## src/rtl/flr_pkg.sv

```systemverilog
// ----------------------------------------------------------------------------
// flr_pkg
// Types, codes and checksum helpers shared by the log record writer modules.
// ----------------------------------------------------------------------------
package flr_pkg;

  typedef enum logic [1:0] {
    KIND_BEGIN  = 2'd0,
    KIND_CHECK  = 2'd1,
    KIND_APPEND = 2'd2
  } kind_e;

  typedef enum logic [1:0] {
    OP_ERASE    = 2'd0,
    OP_PROGRAM  = 2'd1,
    OP_VERDICT  = 2'd2,
    OP_RECOVERY = 2'd3
  } op_e;

  localparam logic CfgRegionStart = 1'b0;
  localparam logic CfgRegionEnd   = 1'b1;

  localparam logic [31:0] LogMagic    = 32'h5345_4E53;
  localparam logic [31:0] StartReset  = 32'h080E_0000;
  localparam logic [31:0] EndReset    = 32'h0810_0000;
  localparam logic [31:0] RecordBytes = 32'd16;
  localparam logic [15:0] CrcInit     = 16'hFFFF;
  localparam logic [15:0] CrcPoly     = 16'h1021;

  // Bytes of a record after the magic word: time, x, y, z, motion, ok, led.
  localparam int TailBytes = 10;
  localparam int CrcStages = TailBytes / 2;

  typedef struct packed {
    logic [1:0]        kind;
    logic [31:0]       magic_word;
    logic [31:0]       time_ms;
    logic signed [7:0] accel_x;
    logic signed [7:0] accel_y;
    logic signed [7:0] accel_z;
    logic [7:0]        motion_flag;
    logic [7:0]        sensor_ok_flag;
    logic [7:0]        led_flag;
    logic [15:0]       stored_crc;
  } in_t;

  typedef struct packed {
    logic [1:0]  op;
    logic [31:0] address;
    logic [31:0] word_data;
    logic        last;
  } out_t;

  // One record in flight through the checksum pipeline.
  typedef struct packed {
    logic [1:0]            kind;
    logic                  magic_ok;
    logic [8*TailBytes-1:0] msg;
    logic [15:0]           stored_crc;
    logic [15:0]           crc;
  } stage_t;

  // Classified item handed from the front to the back.
  typedef struct packed {
    logic [1:0]  kind;
    logic        rec_ok;
    logic [31:0] word1;
    logic [31:0] word2;
    logic [31:0] word3;
  } entry_t;

  function automatic logic [15:0] crc_byte(logic [15:0] crc, logic [7:0] b);
    logic [15:0] c;
    c = crc ^ {b, 8'h00};
    for (int i = 0; i < 8; i++) begin
      c = c[15] ? ((c << 1) ^ CrcPoly) : (c << 1);
    end
    return c;
  endfunction

  function automatic logic [15:0] crc_pair(logic [15:0] crc, logic [7:0] b0,
                                           logic [7:0] b1);
    return crc_byte(crc_byte(crc, b0), b1);
  endfunction

  // Checksum state after the four magic bytes; only records carrying the
  // magic word can pass, so the first word never needs hardware.
  localparam logic [15:0] CrcMagic =
    crc_pair(crc_pair(CrcInit, LogMagic[7:0], LogMagic[15:8]),
             LogMagic[23:16], LogMagic[31:24]);

endpackage

```

## src/rtl/flr_front.sv

```systemverilog
// ----------------------------------------------------------------------------
// flr_front
// Accepts items and runs the record checksum over two bytes per stage.
// ----------------------------------------------------------------------------
module flr_front (
  input  logic            clk_i,
  input  logic            rst_ni,
  input  logic            in_valid_i,
  output logic            in_ready_o,
  input  flr_pkg::in_t    in_data_i,
  output logic            q_valid_o,
  input  logic            q_ready_i,
  output flr_pkg::entry_t q_entry_o
);

  localparam int N = flr_pkg::CrcStages;

  flr_pkg::stage_t in_stage;
  flr_pkg::stage_t src   [N];
  flr_pkg::stage_t nxt   [N];
  flr_pkg::stage_t st_q  [N];
  logic [N-1:0]    v_q;
  logic [N-1:0]    adv;

  always_comb begin
    in_stage.kind       = in_data_i.kind;
    in_stage.magic_ok   = (in_data_i.magic_word == flr_pkg::LogMagic);
    in_stage.msg        = {in_data_i.led_flag, in_data_i.sensor_ok_flag,
                           in_data_i.motion_flag, in_data_i.accel_z,
                           in_data_i.accel_y, in_data_i.accel_x, in_data_i.time_ms};
    in_stage.stored_crc = in_data_i.stored_crc;
    in_stage.crc        = flr_pkg::CrcMagic;
  end

  always_comb begin
    for (int i = 0; i < N; i++) begin
      src[i]     = (i == 0) ? in_stage : st_q[(i == 0) ? 0 : i - 1];
      nxt[i]     = src[i];
      nxt[i].crc = flr_pkg::crc_pair(src[i].crc, src[i].msg[16*i +: 8],
                                     src[i].msg[16*i+8 +: 8]);
    end
  end

  // A stage moves when it is empty or its successor moves.
  always_comb begin
    adv[N-1] = !v_q[N-1] || q_ready_i;
    for (int i = N - 2; i >= 0; i--) begin
      adv[i] = !v_q[i] || adv[i+1];
    end
  end

  always_ff @(posedge clk_i or negedge rst_ni) begin
    if (!rst_ni) begin
      v_q <= '0;
    end else begin
      for (int i = 0; i < N; i++) begin
        if (adv[i]) begin
          v_q[i] <= (i == 0) ? in_valid_i : v_q[(i == 0) ? 0 : i - 1];
        end
      end
    end
  end

  always_ff @(posedge clk_i) begin
    for (int i = 0; i < N; i++) begin
      if (adv[i]) begin
        st_q[i] <= nxt[i];
      end
    end
  end

  assign in_ready_o = adv[0];
  assign q_valid_o  = v_q[N-1];

  always_comb begin
    q_entry_o.kind   = st_q[N-1].kind;
    q_entry_o.rec_ok = st_q[N-1].magic_ok && (st_q[N-1].crc == st_q[N-1].stored_crc);
    q_entry_o.word1  = st_q[N-1].msg[31:0];
    q_entry_o.word2  = st_q[N-1].msg[63:32];
    q_entry_o.word3  = {st_q[N-1].crc, st_q[N-1].msg[79:64]};
  end

endmodule

```

## src/rtl/flr_queue.sv

```systemverilog
// ----------------------------------------------------------------------------
// flr_queue
// Short register queue of classified items between the front and the back.
// ----------------------------------------------------------------------------
module flr_queue #(
  parameter int Depth = 2
) (
  input  logic            clk_i,
  input  logic            rst_ni,
  input  logic            push_i,
  input  flr_pkg::entry_t entry_i,
  output logic            full_o,
  output logic            head_valid_o,
  output flr_pkg::entry_t head_o,
  input  logic            pop_i
);

  localparam int IdxW = (Depth > 1) ? $clog2(Depth) : 1;
  localparam int CntW = $clog2(Depth + 1);

  flr_pkg::entry_t mem_q [Depth];
  logic [IdxW-1:0] wr_q, wr_d, rd_q, rd_d;
  logic [CntW-1:0] cnt_q, cnt_d;
  logic            wr, rd;

  assign full_o       = (cnt_q == CntW'(Depth));
  assign head_valid_o = (cnt_q != '0);
  assign head_o       = mem_q[rd_q];
  assign wr           = push_i && !full_o;
  assign rd           = pop_i && head_valid_o;

  always_comb begin
    wr_d  = wr_q;
    rd_d  = rd_q;
    cnt_d = cnt_q;
    if (wr) begin
      wr_d = (wr_q == IdxW'(Depth - 1)) ? '0 : wr_q + 1'b1;
    end
    if (rd) begin
      rd_d = (rd_q == IdxW'(Depth - 1)) ? '0 : rd_q + 1'b1;
    end
    if (wr && !rd) begin
      cnt_d = cnt_q + 1'b1;
    end else if (rd && !wr) begin
      cnt_d = cnt_q - 1'b1;
    end
  end

  always_ff @(posedge clk_i or negedge rst_ni) begin
    if (!rst_ni) begin
      wr_q  <= '0;
      rd_q  <= '0;
      cnt_q <= '0;
    end else begin
      wr_q  <= wr_d;
      rd_q  <= rd_d;
      cnt_q <= cnt_d;
    end
  end

  always_ff @(posedge clk_i) begin
    if (wr) begin
      mem_q[wr_q] <= entry_i;
    end
  end

endmodule

```

## src/rtl/flr_back.sv

```systemverilog
// ----------------------------------------------------------------------------
// flr_back
// Carries out queued items and owns the write pointer and the recovery flag;
// issues one result per cycle into the output register while it has room.
// ----------------------------------------------------------------------------
module flr_back (
  input  logic            clk_i,
  input  logic            rst_ni,
  input  logic            head_valid_i,
  input  flr_pkg::entry_t head_i,
  output logic            pop_o,
  input  logic [31:0]     region_start_i,
  input  logic [31:0]     region_end_i,
  output logic            out_valid_o,
  input  logic            out_ready_i,
  output flr_pkg::out_t   out_data_o
);

  logic [31:0]   wp_q, wp_d;
  logic          rec_q, rec_d;
  logic          erased_q, erased_d;
  logic [1:0]    idx_q, idx_d;
  logic          out_valid_q, out_valid_d;
  flr_pkg::out_t out_q, out_d;

  logic          room, fits, emit, ok;
  logic [31:0]   wp_next;
  logic [31:0]   word;
  flr_pkg::out_t res;

  assign room    = !out_valid_q || out_ready_i;
  assign fits    = ({1'b0, wp_q} + 33'(flr_pkg::RecordBytes)) <= {1'b0, region_end_i};
  assign wp_next = wp_q + flr_pkg::RecordBytes;
  assign ok      = rec_q && fits && head_i.rec_ok;

  always_comb begin
    case (idx_q)
      2'd0:    word = flr_pkg::LogMagic;
      2'd1:    word = head_i.word1;
      2'd2:    word = head_i.word2;
      default: word = head_i.word3;
    endcase
  end

  always_comb begin
    wp_d     = wp_q;
    rec_d    = rec_q;
    erased_d = erased_q;
    idx_d    = idx_q;
    pop_o    = 1'b0;
    emit     = 1'b0;
    res      = '0;
    if (head_valid_i && room) begin
      case (head_i.kind)
        flr_pkg::KIND_BEGIN: begin
          wp_d          = region_start_i;
          rec_d         = 1'b1;
          pop_o         = 1'b1;
          emit          = 1'b1;
          res.op        = flr_pkg::OP_RECOVERY;
          res.address   = region_start_i;
          res.last      = 1'b1;
        end
        flr_pkg::KIND_CHECK: begin
          pop_o         = 1'b1;
          emit          = 1'b1;
          res.op        = flr_pkg::OP_VERDICT;
          res.last      = 1'b1;
          res.word_data = {31'd0, ok};
          if (ok) begin
            wp_d        = wp_next;
            res.address = wp_next;
          end else begin
            rec_d       = 1'b0;
            res.address = wp_q;
          end
        end
        flr_pkg::KIND_APPEND: begin
          emit = 1'b1;
          if (!erased_q && idx_q == 2'd0 && !fits) begin
            // The record would run past the sector: erase and start over.
            wp_d        = region_start_i;
            erased_d    = 1'b1;
            res.op      = flr_pkg::OP_ERASE;
            res.address = region_start_i;
          end else begin
            res.op        = flr_pkg::OP_PROGRAM;
            res.address   = wp_q + {28'd0, idx_q, 2'b00};
            res.word_data = word;
            res.last      = (idx_q == 2'd3);
            idx_d         = idx_q + 1'b1;
            if (idx_q == 2'd3) begin
              wp_d     = wp_next;
              erased_d = 1'b0;
              pop_o    = 1'b1;
            end
          end
        end
        default: begin
          // An unused kind is dropped without a result.
          pop_o = 1'b1;
        end
      endcase
    end
    out_valid_d = emit ? 1'b1 : (out_valid_q && !out_ready_i);
    out_d       = emit ? res : out_q;
  end

  always_ff @(posedge clk_i or negedge rst_ni) begin
    if (!rst_ni) begin
      wp_q        <= flr_pkg::StartReset;
      rec_q       <= 1'b0;
      erased_q    <= 1'b0;
      idx_q       <= 2'd0;
      out_valid_q <= 1'b0;
    end else begin
      wp_q        <= wp_d;
      rec_q       <= rec_d;
      erased_q    <= erased_d;
      idx_q       <= idx_d;
      out_valid_q <= out_valid_d;
    end
  end

  always_ff @(posedge clk_i) begin
    out_q <= out_d;
  end

  assign out_valid_o = out_valid_q;
  assign out_data_o  = out_q;

endmodule

```

## src/rtl/flash_log_record_writer.sv

```systemverilog
// ----------------------------------------------------------------------------
// flash_log_record_writer
// Append-only flash log writer with checksummed records and recovery scan.
// ----------------------------------------------------------------------------
// Items enter on the in channel and results leave on the out channel, both
// valid/ready, one result per cycle while out_ready_i is high. Region bounds
// must be written on the cfg port while idle; the block does not enforce it.
// Each item passes a five-stage checksum pipeline, two record bytes per
// stage, then a short queue; the back end issues results from the queue
// head into an output register.
// The back end's single command slot handles one item at a time: an append
// issues four program words (after an erase when the record does not fit), a
// begin or a check one result, an unused kind no result. Items are accepted
// every cycle while the pipeline and queue have room.
// Reset sets the region to its default sector, the write pointer to the
// region start and clears recovery; no items are in flight afterwards.
// When the receiver stalls, the output register holds its result, the back
// end waits, the queue and then the pipeline fill, and in_ready_o falls.
// ----------------------------------------------------------------------------
module flash_log_record_writer #(
  parameter int QueueDepth = 2
) (
  input  logic          clk_i,
  input  logic          rst_ni,
  input  logic          in_valid_i,
  output logic          in_ready_o,
  input  flr_pkg::in_t  in_data_i,
  output logic          out_valid_o,
  input  logic          out_ready_i,
  output flr_pkg::out_t out_data_o,
  input  logic          cfg_we_i,
  input  logic          cfg_index_i,
  input  logic [31:0]   cfg_wdata_i
);

  logic [31:0]     region_start_q, region_end_q;
  logic            q_valid, q_full, head_valid, pop;
  flr_pkg::entry_t q_entry, head;

  always_ff @(posedge clk_i or negedge rst_ni) begin
    if (!rst_ni) begin
      region_start_q <= flr_pkg::StartReset;
      region_end_q   <= flr_pkg::EndReset;
    end else if (cfg_we_i) begin
      case (cfg_index_i)
        flr_pkg::CfgRegionStart: region_start_q <= cfg_wdata_i;
        flr_pkg::CfgRegionEnd:   region_end_q   <= cfg_wdata_i;
        default: ;
      endcase
    end
  end

  flr_front u_front (
    .clk_i      (clk_i),
    .rst_ni     (rst_ni),
    .in_valid_i (in_valid_i),
    .in_ready_o (in_ready_o),
    .in_data_i  (in_data_i),
    .q_valid_o  (q_valid),
    .q_ready_i  (!q_full),
    .q_entry_o  (q_entry)
  );

  flr_queue #(
    .Depth (QueueDepth)
  ) u_queue (
    .clk_i        (clk_i),
    .rst_ni       (rst_ni),
    .push_i       (q_valid),
    .entry_i      (q_entry),
    .full_o       (q_full),
    .head_valid_o (head_valid),
    .head_o       (head),
    .pop_i        (pop)
  );

  flr_back u_back (
    .clk_i          (clk_i),
    .rst_ni         (rst_ni),
    .head_valid_i   (head_valid),
    .head_i         (head),
    .pop_o          (pop),
    .region_start_i (region_start_q),
    .region_end_i   (region_end_q),
    .out_valid_o    (out_valid_o),
    .out_ready_i    (out_ready_i),
    .out_data_o     (out_data_o)
  );

endmodule
```

## config.mk

```make
export PLATFORM = sky130hd
export DESIGN_NAME = flash_log_record_writer
export DESIGN_NICKNAME = d
export VERILOG_FILES = /design/src/rtl/flr_pkg.sv /design/src/rtl/flr_front.sv /design/src/rtl/flr_queue.sv /design/src/rtl/flr_back.sv /design/src/rtl/flash_log_record_writer.sv
export SDC_FILE = /design/constraint.sdc
export NUM_CORES = 1
export LEC_CHECK = 0
export BUFFER_PORTS_ARGS = -buffer_cell sky130_fd_sc_hd__buf_2
export CORE_ASPECT_RATIO = 1.5
export CORE_MARGIN = 2
export CORE_UTILIZATION = 62
export CTS_CLUSTER_DIAMETER = 150
export DETAILED_ROUTE_END_ITERATION = 16
export GPL_TIMING_DRIVEN = 0
export PLACE_DENSITY = 0.81
export SLEW_MARGIN = 20
export SYNTH_ARGS = -nofsm -noshare
export SYNTH_HDL_FRONTEND = slang
export SYNTH_SLANG_ARGS = --single-unit
```

## constraint.sdc

```tcl
create_clock -name clk_i -period 11.49 [get_ports clk_i]
set_input_delay 1.149 -clock clk_i [delete_from_list [all_inputs] [get_ports clk_i]]
set_output_delay 1.149 -clock clk_i [all_outputs]
set_load 0.1 [all_outputs]
```

==> impl_results.md, run 1 <==
- Clk_skew: between 0.02 and 0.03 ns
- Drt initial violations: 1890
- WL/cell: about 27 um
- Final ANT Viol Nets: 0
- # fillers: ~3.6k
- FF-to-FF path depth: 19
- Final period utilization: 61.2%
- Clock slew at reported path FFs: 0.07 ns
- Placed inst area: 0.0402 mm2
- Tightest Pin Transition: 1.13 ns
- Syn_area_per_cell: 16.8 um2
- Final setup viols: 0
- H-tree Lvls: 3
- Final Hold Viols: 0
- Crit Path Class: reg -> reg
- Post-synth EDFFs: 840
- CP max FO: 10
- CTS Root Cell: clkbuf_16
- Synth Flop Type: edfxtp_1
- Synth unique cells: 66
- Final Cell Area: 0.0429 mm2
- RSZ-0062 raised after global routing: no
- Worst slew margin: 24.6%
- Post-CTS setup buffers: 0
- Arrival @ worst endpoint: 7.49 ns
- Total negative slack: 0 ns
- Share of cells above drive strength 1: a little under a quarter
- Cells after synthesis: 2231
- Setup crit end kind: flip-flop
- GRT Total Usage: 30.0%
- Placeable Area: 0.0600 mm2
- Crit path launch type: flip-flop
- Initial Utilization: 62.6%
- Hold Startpoint: u_front.st_q[0][140]
- Synth Register Bits: 950
- Vias in the first global route: 21.0k
- Synth warnings: 0
- Iteration count of the initial detailed-routing pass: 6
- Sequential fraction of the synthesis area: approximately three quarters
- Commonest non-fill, non-tap cell in the layout: edfxtp_1
- R2r startpoint: u_back.wp_q[4]
- Hold Path Stages: 0
- Post-synth net total: between 2k and 2.5k
- Site Rows: 110
- Die H: 305 um
- CTS Buffer Depth: 3
- Total routed wirelength: 92100 um
- CP max stage cell: nor3_1
- Max-Cap Viols: 0
- Critical path, cell by cell: clkbuf_1 -> nand4_1 -> nor2_1 -> nand3_1 -> or4_1 -> clkbuf_1 -> nor2_1 -> xnor2_1 -> ha_1 -> nand3_1 -> nor3_1 -> a211oi_1 -> o21ai_0 -> nand3_1 -> buf_4 -> nor2_1 -> buf_2 -> a22oi_1 -> a21oi_1
- # resized after CTS: 0
- Area grow syn2layout: 14.1%
- Worst-Skew Late Latency: 0.65 ns
- Commonest cells after routing, fill and taps aside: 840 x edfxtp_1, 261 x buf_2, 239 x xnor2_1
- Post-layout min period: 7.03 ns
- First-pass GRT wire length: around 130000 um
- Reg2reg end: u_back.out_data_o[43]
- Crit path max-delay family: simple AND/OR/NAND/NOR gates
- Num CTS Buffers: 83
- PortBufs: 236
- Overflow after GRT: 0
- Clk sinks: 950
- Vias: between 20k and 25k
- Worst Path Buf+Inv: 4
- R2R setup slack: 4.46 ns
- Min-Delay Endpoint: u_front.st_q[0][255]
- CTS Hold Bufs: 0
- Slew Viols, Final: 0
- Layout Nets: around 2.8k
- Num ports: 237
- Netlist Area Pre-Place: 0.0375 mm2
- DIE WIDTH: approximately 200 um
- Status: finished, final reports clean
- Post-route DRC: 0
- Largest net degree at the start of global routing: 85
- Max Fclk: 142 MHz
- Number of vias per cell: 5.95
- Async S/R FF share, synth: 11.6%
- Die area: 0.0626 mm2
- CTS tree: built
- HP Class: reg -> reg
- Routability cong.: roughly 1
- Data required time at the worst endpoint: 11.94 ns
- DP HPWL: 63000 um
- Critical Path Max Stage Delay: 0.78 ns
- Initial antenna violation count: 1
cell families after synthesis:
logic type,synth area share (%)
AOI/OAI and AO/OA,5.97
adders and majority gates,1.55
and+or+nand+nor,3.71
buffers and inverters,1.80
xor gates and xnor gates,7.35
muxes,5.06
DFF,74.6
worst register-to-register path, stage by stage (launching register included):
cell and delay [ns]:
dfrtp_1 0.35, clkbuf_1 0.33, nand4_1 0.21, nor2_1 0.35, nand3_1 0.40, or4_1 0.66, clkbuf_1 0.23, nor2_1 0.19
xnor2_1 0.11, ha_1 0.34, nand3_1 0.09, nor3_1 0.79, a211oi_1 0.29, o21ai_0 0.45, nand3_1 0.21, buf_4 0.25
nor2_1 0.75, buf_2 0.45, a22oi_1 0.16, a21oi_1 0.24
sequential cells by signal, summed over array words and instances (netlist names):
signal,count
u_back.erased_q,1
u_queue.rd_q,1
u_back.rec_q,1
u_back.out_data_o,67
u_queue.mem_q,198
region_start_q,32
u_back.out_valid_o,1
u_back.idx_q,2
region_end_q,32
u_queue.cnt_q,2
u_front.st_q,575
u_back.wp_q,32
u_queue.wr_q,1
u_front.v_q,5
routing by layer:
metal	vias up	track usage [%]	share of wire [%]
met5	-	0	0.0076
met4	2	18.3	6.8
met3	252	3.75	5.4
met2	931	54.1	54
met1	10100	33.4	34
li1	9036	-	-
cell usage after synthesis (5+ instances only):
cell / instances / share of area (%)
edfxtp_1: 840 / 67
xnor2_1: 239 / 5.6
mux2_2: 135 / 4.0
dfrtp_1: 100 / 6.7
nand2_1: 85 / 0.85
nor2_1: 76 / 0.76
xor2_1: 76 / 1.8
o21ai_0: 75 / 1.0
inv_1: 56 / 0.56
clkbuf_1: 53 / 0.53
ha_1: 45 / 1.5
a21oi_1: 38 / 0.51
mux2i_1: 38 / 1.0
a211oi_2: 30 / 1.0
nor3_1: 30 / 0.40
a31oi_1: 27 / 0.45
buf_2: 26 / 0.35
a22oi_1: 22 / 0.44
a221oi_1: 20 / 0.47
nand4_1: 20 / 0.33
nand3_1: 17 / 0.23
a21o_1: 16 / 0.32
nand2b_1: 16 / 0.27
a221o_1: 14 / 0.37
o211a_1: 13 / 0.35
buf_1: 12 / 0.12
o21a_1: 12 / 0.24
and3_1: 11 / 0.18
dfstp_2: 10 / 0.70
o21bai_1: 9 / 0.18
nor4_1: 7 / 0.12
buf_6: 5 / 0.15
worst max-delay path by stage:
stage	depth (start not counted)	to	startpoint	slack (ns)
2_1_floorplan	4	u_front.st_q[0][0]	u_queue.cnt_q[0]	5.67
3_3_place_gp	3	u_queue.mem_q[0][28]	u_queue.cnt_q[0]	3.95
3_5_place_dp	19	u_back.out_data_o[43]	u_back.wp_q[4]	4.87
4_1_cts	19	u_back.out_data_o[43]	u_back.wp_q[4]	4.83
5_1_grt	19	u_back.out_data_o[43]	u_back.wp_q[4]	4.47
6_report	19	u_back.out_data_o[43]	u_back.wp_q[4]	4.46
cell type report:
type | instances | area [um2] | share of cell area [%]
Antenna cell | 1 | 2.50 | 0.00584
Buffer | 101 | 465 | 1.09
Clock buffer | 102 | 2180 | 5.09
Clock inverter | 48 | 497 | 1.16
Inverter | 56 | 223 | 0.520
Multi-Input combinational cell | 1124 | 8930 | 20.8
Sequential cell | 950 | 28000 | 65.3
Tap cell | 784 | 981 | 2.29
Timing Repair Buffer | 252 | 1580 | 3.69
stage by stage:
stage / setup slack, ns / instances / hold WS, ns / utilization, %
after detailed placement: 4.87 / 3267 / 0.405 / 66.9
after CTS: 4.83 / 3417 / 0.414 / 71.4
after global routing: 4.47 / 3417 / 0.419 / 71.4
after global placement: 3.95 / 3251 / 0.400 / 66.2
final: 4.46 / 3418 / 0.412 / 71.4
after floorplan: 5.67 / 2231 / 0.400 / -
Power of run 1 is left out: the tool's default activity adds up to more than one toggle a clock period on the data nets, which glitch-free logic cannot reach.
==> inputs of run 2 (changes only) <==
--- a/config.mk
+++ b/config.mk
@@ -5,14 +5,15 @@
 export SDC_FILE = /design/constraint.sdc
 export NUM_CORES = 1
 export LEC_CHECK = 0
+export ABC_AREA = 1
 export BUFFER_PORTS_ARGS = -buffer_cell sky130_fd_sc_hd__buf_2
 export CORE_ASPECT_RATIO = 1.5
 export CORE_MARGIN = 2
-export CORE_UTILIZATION = 62
+export CORE_UTILIZATION = 61
 export CTS_CLUSTER_DIAMETER = 150
 export DETAILED_ROUTE_END_ITERATION = 16
 export GPL_TIMING_DRIVEN = 0
-export PLACE_DENSITY = 0.81
+export PLACE_DENSITY = 0.8
 export SLEW_MARGIN = 20
 export SYNTH_ARGS = -nofsm -noshare
 export SYNTH_HDL_FRONTEND = slang
==> constraint.sdc (replaced) <==
create_clock -name clk_i -period 6.7 [get_ports clk_i]
set_input_delay 0.67 -clock clk_i [delete_from_list [all_inputs] [get_ports clk_i]]
set_output_delay 0.67 -clock clk_i [all_outputs]
set_load 0.1 [all_outputs]
==> run 2 against run 1 <==
  * Clock-buffer cell count fell by 4
  * Critical path depth rose by 1
  * Clock skew fell by 0.0019 ns
  * Critical path type unchanged
==> impl_results.md, run 2 <==
- Status: finished, final reports clean (unchanged)
- Synth warnings: 0 (unchanged)
- Async S/R FF share, synth: 11.6% (unchanged)
- Post-CTS setup buffers: 0 (unchanged)
- WL/cell: 26.7 um (was 27.0 um)
- Worst slew margin: 30.1% (was 24.6%)
- CP Capture Point: u_back.out_data_o[53] (was u_back.out_data_o[43])
- DIE WIDTH: 209 um (was 205 um)
- Worst Path Buf+Inv: 5 (was 4)
- RSZ-0062 raised after global routing: no (unchanged)
- Overflow after GRT: 0 (unchanged)
- Largest cells by area after synthesis: edfxtp_1 66%, dfrtp_1 6.5%, nand2_1 4.6%, xor2_1 3.7%, inv_1 2.5% (was edfxtp_1 67%, dfrtp_1 6.7%, xnor2_1 5.6%, mux2_2 4.0%, xor2_1 1.8%)
- CTS Root Cell: clkbuf_16 (unchanged)
- # resized after CTS: 0 (unchanged)
- Worst slack, placed: 1.17 ns (was 4.87 ns)
- Total routed wirelength: 110000 um (was 92100 um)
- Crit Path Class: reg -> reg (unchanged)
- Post-layout min period: 5.58 ns (was 7.03 ns)
- Vias: 24.2k (was 20.3k)
- Max-Cap Viols: 0 (unchanged)
- Layout Nets: 3476 (was 2782)
- Site Rows: 112 (was 110)
- DP HPWL: 76100 um (was 63000 um)
- Final Cell Area: 0.0438 mm2 (was 0.0429 mm2)
- Critical path, cell by cell: clkbuf_2 -> inv_1 -> nor3_1 -> nand2_1 -> nor2_1 -> nand3_1 -> xor2_1 -> inv_1 -> ha_1 -> nand3_1 -> nor3_1 -> and2_1 -> nand4_1 -> nand3_4 -> buf_1 -> nand2_1 -> nand3_1 -> nand3_1 -> nand2_1 -> inv_1 (was clkbuf_1 -> nand4_1 -> nor2_1 -> nand3_1 -> or4_1 -> clkbuf_1 -> nor2_1 -> xnor2_1 -> ha_1 -> nand3_1 -> nor3_1 -> a211oi_1 -> o21ai_0 -> nand3_1 -> buf_4 -> nor2_1 -> buf_2 -> a22oi_1 -> a21oi_1)
- Reg2reg end: u_back.out_data_o[53] (was u_back.out_data_o[43])
- H-tree Lvls: 3 (unchanged)
- Critical Path Max Stage Delay: 0.67 ns (was 0.78 ns)
- FF-to-FF path depth: 20 (was 19)
- Sequential fraction of the synthesis area: 73.1% (was 74.6%)
- CTS tree: built (unchanged)
- CP startpoint: u_back.wp_q[17] (was u_back.wp_q[4])
- # fillers: 3889 (was 3614)
- Die area: 0.0648 mm2 (was 0.0626 mm2)
- Max reg flops: 575 (unchanged)
- Data required time at the worst endpoint: 7.12 ns (was 11.94 ns)
- Utilization after layout: 70.4% (was 71.4%)
- Synth Area in Compound Gates: 3.99% (was 5.97%)
- Post-route DRC: 0 (unchanged)
- CP max stage cell: buf_1 (was nor3_1)
- Synth Register Bits: 950 (unchanged)
- Post-Synth Simple-Gate Area: 11.3% (was 3.71%)
- Max Fclk: 179 MHz (was 142 MHz)
- Post-synth EDFFs: 840 (unchanged)
- Share of cells above drive strength 1: 14.3% (was 22.9%)
- Setup crit end kind: flip-flop (unchanged)
- Final period utilization: 83.2% (was 61.2%)
- Most frequent cell after synthesis: edfxtp_1 (unchanged)
- WP depth: 20 (was 19)
- CTS Buffer Depth: 3 (unchanged)
- Cells after synthesis: 2919 (was 2231)
- CP max FO: 10 (unchanged)
- HP Class: in -> reg (was reg -> reg)
- Initial antenna violation count: 2 (was 1)
- Iteration count of the initial detailed-routing pass: 6 (unchanged)
- Final setup viols: 0 (unchanged)
- Layout Cells excl Fill: 4129 (was 3418)
- Worst-Skew Late Latency: 0.67 ns (was 0.65 ns)
- Num ports: 237 (unchanged)
- GRT Total Usage: 34.5% (was 30.0%)
- Clk sinks: 950 (unchanged)
- Final ANT Viol Nets: 0 (unchanged)
- PnR worst setup slack: 1.12 ns (was 4.46 ns)
- PortBufs: 236 (unchanged)
- Placed cells: 3974 (was 3267)
- Routability cong.: 1.03 (was 0.972)
- Commonest non-fill, non-tap cell in the layout: edfxtp_1 (unchanged)
- Netlist Area Pre-Place: 0.0383 mm2 (was 0.0375 mm2)
- Placeable Area: 0.0622 mm2 (was 0.0600 mm2)
- Largest net degree at the start of global routing: 109 (was 85)
- Crit path launch type: flip-flop (unchanged)
- Vias in the first global route: 24.6k (was 21.0k)
- CTS Hold Bufs: 1 (was 0)
- Synth top area share: 65.9% (was 67.2%)
- Number of vias per cell: 5.85 (was 5.95)
- Crit path max-delay family: simple AND/OR/NAND/NOR gates (unchanged)
- Post-synth top cells: 840 x edfxtp_1, 465 x nand2_1, 259 x inv_1 (was 840 x edfxtp_1, 239 x xnor2_1, 135 x mux2_2)
- Register area: 0.0280 mm2 (unchanged)
- Most flop-heavy register: u_front.st_q (unchanged)
- Arrival @ worst endpoint: 5.99 ns (was 7.49 ns)
- R2R setup slack: 1.12 ns (was 4.46 ns)
- CP dominant cell by count: nand3_1
- Clock slew at reported path FFs: 0.07 ns (about the same)
- Initial Utilization: 61.5% (was 62.6%)
- Synth Area in XOR/XNOR: 6.15% (was 7.35%)
- Area grow syn2layout: 14.4% (was 14.1%)
- Die H: 311 um (was 305 um)
- R2r startpoint: u_back.wp_q[17] (was u_back.wp_q[4])
- Synth Flop Type: edfxtp_1 (unchanged)
- Synth unique cells: 46 (was 66)
- Clk_skew: 0.0250 ns (was 0.0269 ns)
- Post-Synth Adder-Cell Area: 1.52% (was 1.55%)
- Commonest cells after routing, fill and taps aside: 840 x edfxtp_1, 464 x nand2_1, 255 x inv_1 (was 840 x edfxtp_1, 261 x buf_2, 239 x xnor2_1)
- Slew Viols, Final: 0 (unchanged)
- Mux contribution to synthesized area: 0% (was 5.06%)
- Post-synth net total: 3133 (was 2445)
- Drt initial violations: 2429 (was 1890)
- Placed inst area: 0.0410 mm2 (was 0.0402 mm2)
- Syn_area_per_cell: 13.1 um2 (was 16.8 um2)
- Main combinational cell family by area after synthesis: simple AND/OR/NAND/NOR gates (was XOR/XNOR gates)
- Final Hold Viols: 0 (unchanged)
- ANT cells: 0 (was 1)
- Num CTS Buffers: 83 (unchanged)
- Tightest Pin Transition: 1.04 ns (was 1.13 ns)
- Area occupied by multi-input gates: 0.00886 mm2 (was 0.00893 mm2)
- First-pass GRT wire length: 160000 um (was 134000 um)
- Cell taking the most area after synthesis: edfxtp_1 (unchanged)
## run 2: cell count changes in the layout (fill, tap and decap cells not counted), sizes merged, moves of 82 or more
cell,change
inv,+206
nand3,+177
nand2,+385
o21ai,+82
xnor2,-130
mux2,-135
nor2,+161
xor2,+84
## run 2: layout make-up
cell class / instances / share of cell area, %
Buffer: 109 / 1.15
Clock buffer: 98 / 4.97
Clock inverter: 56 / 1.40
Inverter: 263 / 2.29
Multi-Input combinational cell: 1597 / 20.2
Sequential cell: 950 / 63.9
Tap cell: 798 / 2.28
Timing Repair Buffer: 258 / 3.80
## run 2: how the worst min path moves through the flow
stage          depth (start not counted)            startpoint                    to  slack (ns)
3_3_place_gp                           0  u_front.st_q[0][224]  u_front.st_q[0][339]        0.40
3_5_place_dp                           0   u_front.st_q[0][22]  u_front.st_q[0][137]        0.40
4_1_cts                                1        in_data_i[129]  u_front.st_q[0][114]        0.15
2_1_floorplan                          0                rst_ni       region_end_q[0]        0.37
5_1_grt                                1         in_data_i[25]   u_front.st_q[0][97]        0.16
6_report                               1         in_data_i[21]  u_front.st_q[0][109]        0.17
## run 2: cell families (layout without fill, tap and decap cells)
family	Yosys count	after routing
AOI/OAI and AO/OA	275	275
xor gates and xnor gates	269	269
adders and majority gates	46	46
buffers and inverters	372	784
DFF	950	950
and+or+nand+nor	1007	1007
## run 2: routing by layer
layer	track usage, %	vias up	routed length (um)	part of all wire [%]
li1	-	10700	-	-
met2	63.6	1389	59400	54
met5	0	-	14	0.013
met3	4.72	324	6330	5.7
met4	23.3	2	8350	7.6
met1	36.5	11700	36300	33
## run 2: through the flow
stage | TNS [ns] | hold WS, ns
4_1_cts | 0 | 0.149
3_3_place_gp | -1554.54 | 0.400
6_report | 0 | 0.175
3_5_place_dp | 0 | 0.405
2_1_floorplan | -570.79 | 0.374
5_1_grt | 0 | 0.159
Power of run 2 is left out for the same reason.
==> inputs of run 3 (changes only) <==
--- a/config.mk
+++ b/config.mk
@@ -5,15 +5,15 @@
 export SDC_FILE = /design/constraint.sdc
 export NUM_CORES = 1
 export LEC_CHECK = 0
-export ABC_AREA = 1
+export ABC_AREA = 0
 export BUFFER_PORTS_ARGS = -buffer_cell sky130_fd_sc_hd__buf_2
 export CORE_ASPECT_RATIO = 1.5
 export CORE_MARGIN = 2
-export CORE_UTILIZATION = 61
+export CORE_UTILIZATION = 55
 export CTS_CLUSTER_DIAMETER = 150
 export DETAILED_ROUTE_END_ITERATION = 16
 export GPL_TIMING_DRIVEN = 0
-export PLACE_DENSITY = 0.8
+export PLACE_DENSITY = 0.76
 export SLEW_MARGIN = 20
 export SYNTH_ARGS = -nofsm -noshare
 export SYNTH_HDL_FRONTEND = slang
==> constraint.sdc (replaced) <==
create_clock -name clk_i -period 5.07 [get_ports clk_i]
set_input_delay 0.507 -clock clk_i [delete_from_list [all_inputs] [get_ports clk_i]]
set_output_delay 0.507 -clock clk_i [all_outputs]
set_load 0.1 [all_outputs]
==> run 3 against run 2 <==
  * Routed wire length shrank 17%
  * Sequential share of layout area grew 0.56 points
  * First-iteration DRC count shrank 36%
  * Utilization shrank 6.3 points
  * Via count shrank 17%
  * Hold slack lost 0.14 ns
  * Clock skew shrank 0.0039 ns
  * Maximum frequency grew 14%
==> impl_results.md, run 3 (same netlist as run 1, synthesis figures left out) <==
- Status: finished, final reports clean (unchanged)
- Clk sinks: 950 (unchanged)
- Max reg flops: 575 (unchanged)
- CP max stage cell: or3_4 (was buf_1)
- Utilization after layout: 64.1% (was 70.4%)
- Crit path launch type: flip-flop (unchanged)
- DIE WIDTH: 217 um (was 209 um)
- Worst-Skew Late Latency: 0.65 ns (was 0.67 ns)
- Crit path max-delay family: simple AND/OR/NAND/NOR gates (unchanged)
- HP Class: in -> reg (unchanged)
- Worst slew margin: 26.5% (was 30.1%)
- CP dominant cell by count: buf_2 (was nand3_1)
- Routability cong.: 0.958 (was 1.03)
- DP HPWL: 65900 um (was 76100 um)
- Final Hold Viols: 0 (unchanged)
- CTS tree: built (unchanged)
- Worst Path Buf+Inv: 3 (was 5)
- Setup crit end kind: flip-flop (unchanged)
- WL/cell: 25.8 um (was 26.7 um)
- Commonest non-fill, non-tap cell in the layout: edfxtp_1 (unchanged)
- Area grow syn2layout: 15.7% (was 14.4%)
- FF-to-FF path depth: 16 (was 20)
- Final setup viols: 0 (unchanged)
- CP max FO: 10 (unchanged)
- Placed cells: 3378 (was 3974)
- GRT Total Usage: 26.3% (was 34.5%)
- H-tree Lvls: 3 (unchanged)
- Most flop-heavy register: u_front.st_q (unchanged)
- Final ANT Viol Nets: 0 (unchanged)
- Slew Viols, Final: 0 (unchanged)
- Reg2reg end: u_back.wp_q[4] (was u_back.out_data_o[53])
- Initial antenna violation count: 2 (unchanged)
- Total negative slack: 0 ns (unchanged)
- Number of vias per cell: 5.69 (was 5.85)
- CP startpoint: u_back.wp_q[15] (was u_back.wp_q[17])
- Tightest Pin Transition: 1.10 ns (was 1.04 ns)
- Largest net degree at the start of global routing: 87 (was 109)
- Drt initial violations: 1561 (was 2429)
- Share of cells above drive strength 1: 24.8% (was 14.3%)
- Critical path, cell by cell: buf_2 -> nand2_1 -> or3_4 -> nor3_4 -> xor2_1 -> ha_1 -> nand4_1 -> nor4_2 -> and4_1 -> o21ai_2 -> o22a_1 -> buf_2 -> buf_4 -> nand2b_1 -> a41o_1 -> a22oi_1 (was clkbuf_2 -> inv_1 -> nor3_1 -> nand2_1 -> nor2_1 -> nand3_1 -> xor2_1 -> inv_1 -> ha_1 -> nand3_1 -> nor3_1 -> and2_1 -> nand4_1 -> nand3_4 -> buf_1 -> nand2_1 -> nand3_1 -> nand3_1 -> nand2_1 -> inv_1)
- Total routed wirelength: 91400 um (was 110000 um)
- Area occupied by multi-input gates: 0.00918 mm2 (was 0.00886 mm2)
- RSZ-0062 raised after global routing: yes (was no)
- Initial Utilization: 55.4% (was 61.5%)
- CTS Buffer Depth: 3 (unchanged)
- R2r startpoint: u_back.wp_q[15] (was u_back.wp_q[17])
- Arrival @ worst endpoint: 5.44 ns (was 5.99 ns)
- Max Fclk: 204 MHz (was 179 MHz)
- Iteration count of the initial detailed-routing pass: 8 (was 6)
- Max-Cap Viols: 0 (unchanged)
- Vias in the first global route: 20.8k (was 24.6k)
- Die area: 0.0704 mm2 (was 0.0648 mm2)
- Num CTS Buffers: 85 (was 83)
- Data required time at the worst endpoint: 5.60 ns (was 7.12 ns)
- Critical Path Max Stage Delay: 0.49 ns (was 0.67 ns)
- Site Rows: 117 (was 112)
- Placeable Area: 0.0678 mm2 (was 0.0622 mm2)
- Vias: 20.2k (was 24.2k)
- Final period utilization: 96.7% (was 83.2%)
- Commonest cells after routing, fill and taps aside: 840 x edfxtp_1, 254 x buf_2, 234 x xnor2_1 (was 840 x edfxtp_1, 464 x nand2_1, 255 x inv_1)
- Worst Hold Slack: 0.0372 ns (was 0.175 ns)
- Post-layout min period: 4.90 ns (was 5.58 ns)
- CTS Root Cell: clkbuf_16 (unchanged)
- R2R setup slack: 0.17 ns (was 1.12 ns)
- # fillers: 4669 (was 3889)
- Layout Nets: 2798 (was 3476)
- Clk_skew: 0.0211 ns (was 0.0250 ns)
- Crit Path Class: reg -> reg (unchanged)
- Clock slew at reported path FFs: 0.06 ns (was 0.07 ns)
- First-pass GRT wire length: 132000 um (was 160000 um)
- Post-route DRC: 0 (unchanged)
- Overflow after GRT: 0 (unchanged)
- Die H: 324 um (was 311 um)
- Hold Startpoint: in_data_i[36] (was in_data_i[21])
- Register area: 0.0280 mm2 (about the same)
- Layout Cells excl Fill: 3544 (was 4129)
- Hold Path Stages: 1 (unchanged)
- Num ports: 237 (unchanged)
- Min-Delay Endpoint: u_front.st_q[0][92] (was u_front.st_q[0][109])
- PortBufs: 236 (unchanged)
run 3: changes by cell type in the layout (fill, tap and decap cells not counted), moves of 23 or more:
cell and delta:
a211oi_2 +31, a31oi_1 +24, inv_1 -202, mux2_2 +135
mux2i_1 +38, nand2_1 -382, nand3_1 -182, nand4_1 -23
nor2_1 -158, o21ai_0 -87, xnor2_1 +125, xor2_1 -85
run 3: per-stage QoR:
stage / worst slack (ns) / area (um2)
2_1_floorplan: 0.124 / 37500
6_report: 0.166 / 43400
5_1_grt: -0.00339 / 43400
3_3_place_gp: -2.39 / 39800
3_5_place_dp: -1.59 / 40400
4_1_cts: -0.0165 / 43300
run 3: layout make-up:
type,instances,area share (%)
Antenna cell,2,0.0115
Buffer,97,1.12
Clock buffer,103,5.10
Clock inverter,50,1.03
Inverter,56,0.513
Multi-Input combinational cell,1124,21.1
Sequential cell,950,64.4
Tap cell,892,2.57
Timing Repair Buffer,270,4.07
run 3: how the worst max path moves through the flow:
| stage | end | slack, ns | cells after the start |
|---|---|---|---|
| 2_1_floorplan | u_back.wp_q[4] | 0.12 | 14 |
| 3_3_place_gp | u_back.wp_q[30] | -2.39 | 14 |
| 3_5_place_dp | u_back.out_data_o[43] | -1.59 | 19 |
| 4_1_cts | u_back.out_data_o[47] | -0.02 | 20 |
| 5_1_grt | u_back.out_data_o[43] | -0.003 | 19 |
| 6_report | u_back.wp_q[4] | 0.17 | 16 |
run 3: repair_timing:
action	CTS	global route
endpoints found under the setup margin	102	97
setup buffers	9	5
hold endpoints to repair	38	0
pin swaps	6	6
hold buffers	1	0
gates resized for setup	41	23
run 3: metal layers:
| metal | routed length [um] | global-route usage, % | up-vias |
|---|---|---|---|
| met5 | 0 | 0 | - |
| met4 | 6330 | 16.9 | 0 |
| met3 | 4460 | 3.77 | 252 |
| met2 | 48900 | 48.3 | 750 |
| met1 | 31700 | 28.2 | 10100 |
| li1 | - | - | 9082 |
Power of run 3 is left out for the same reason.
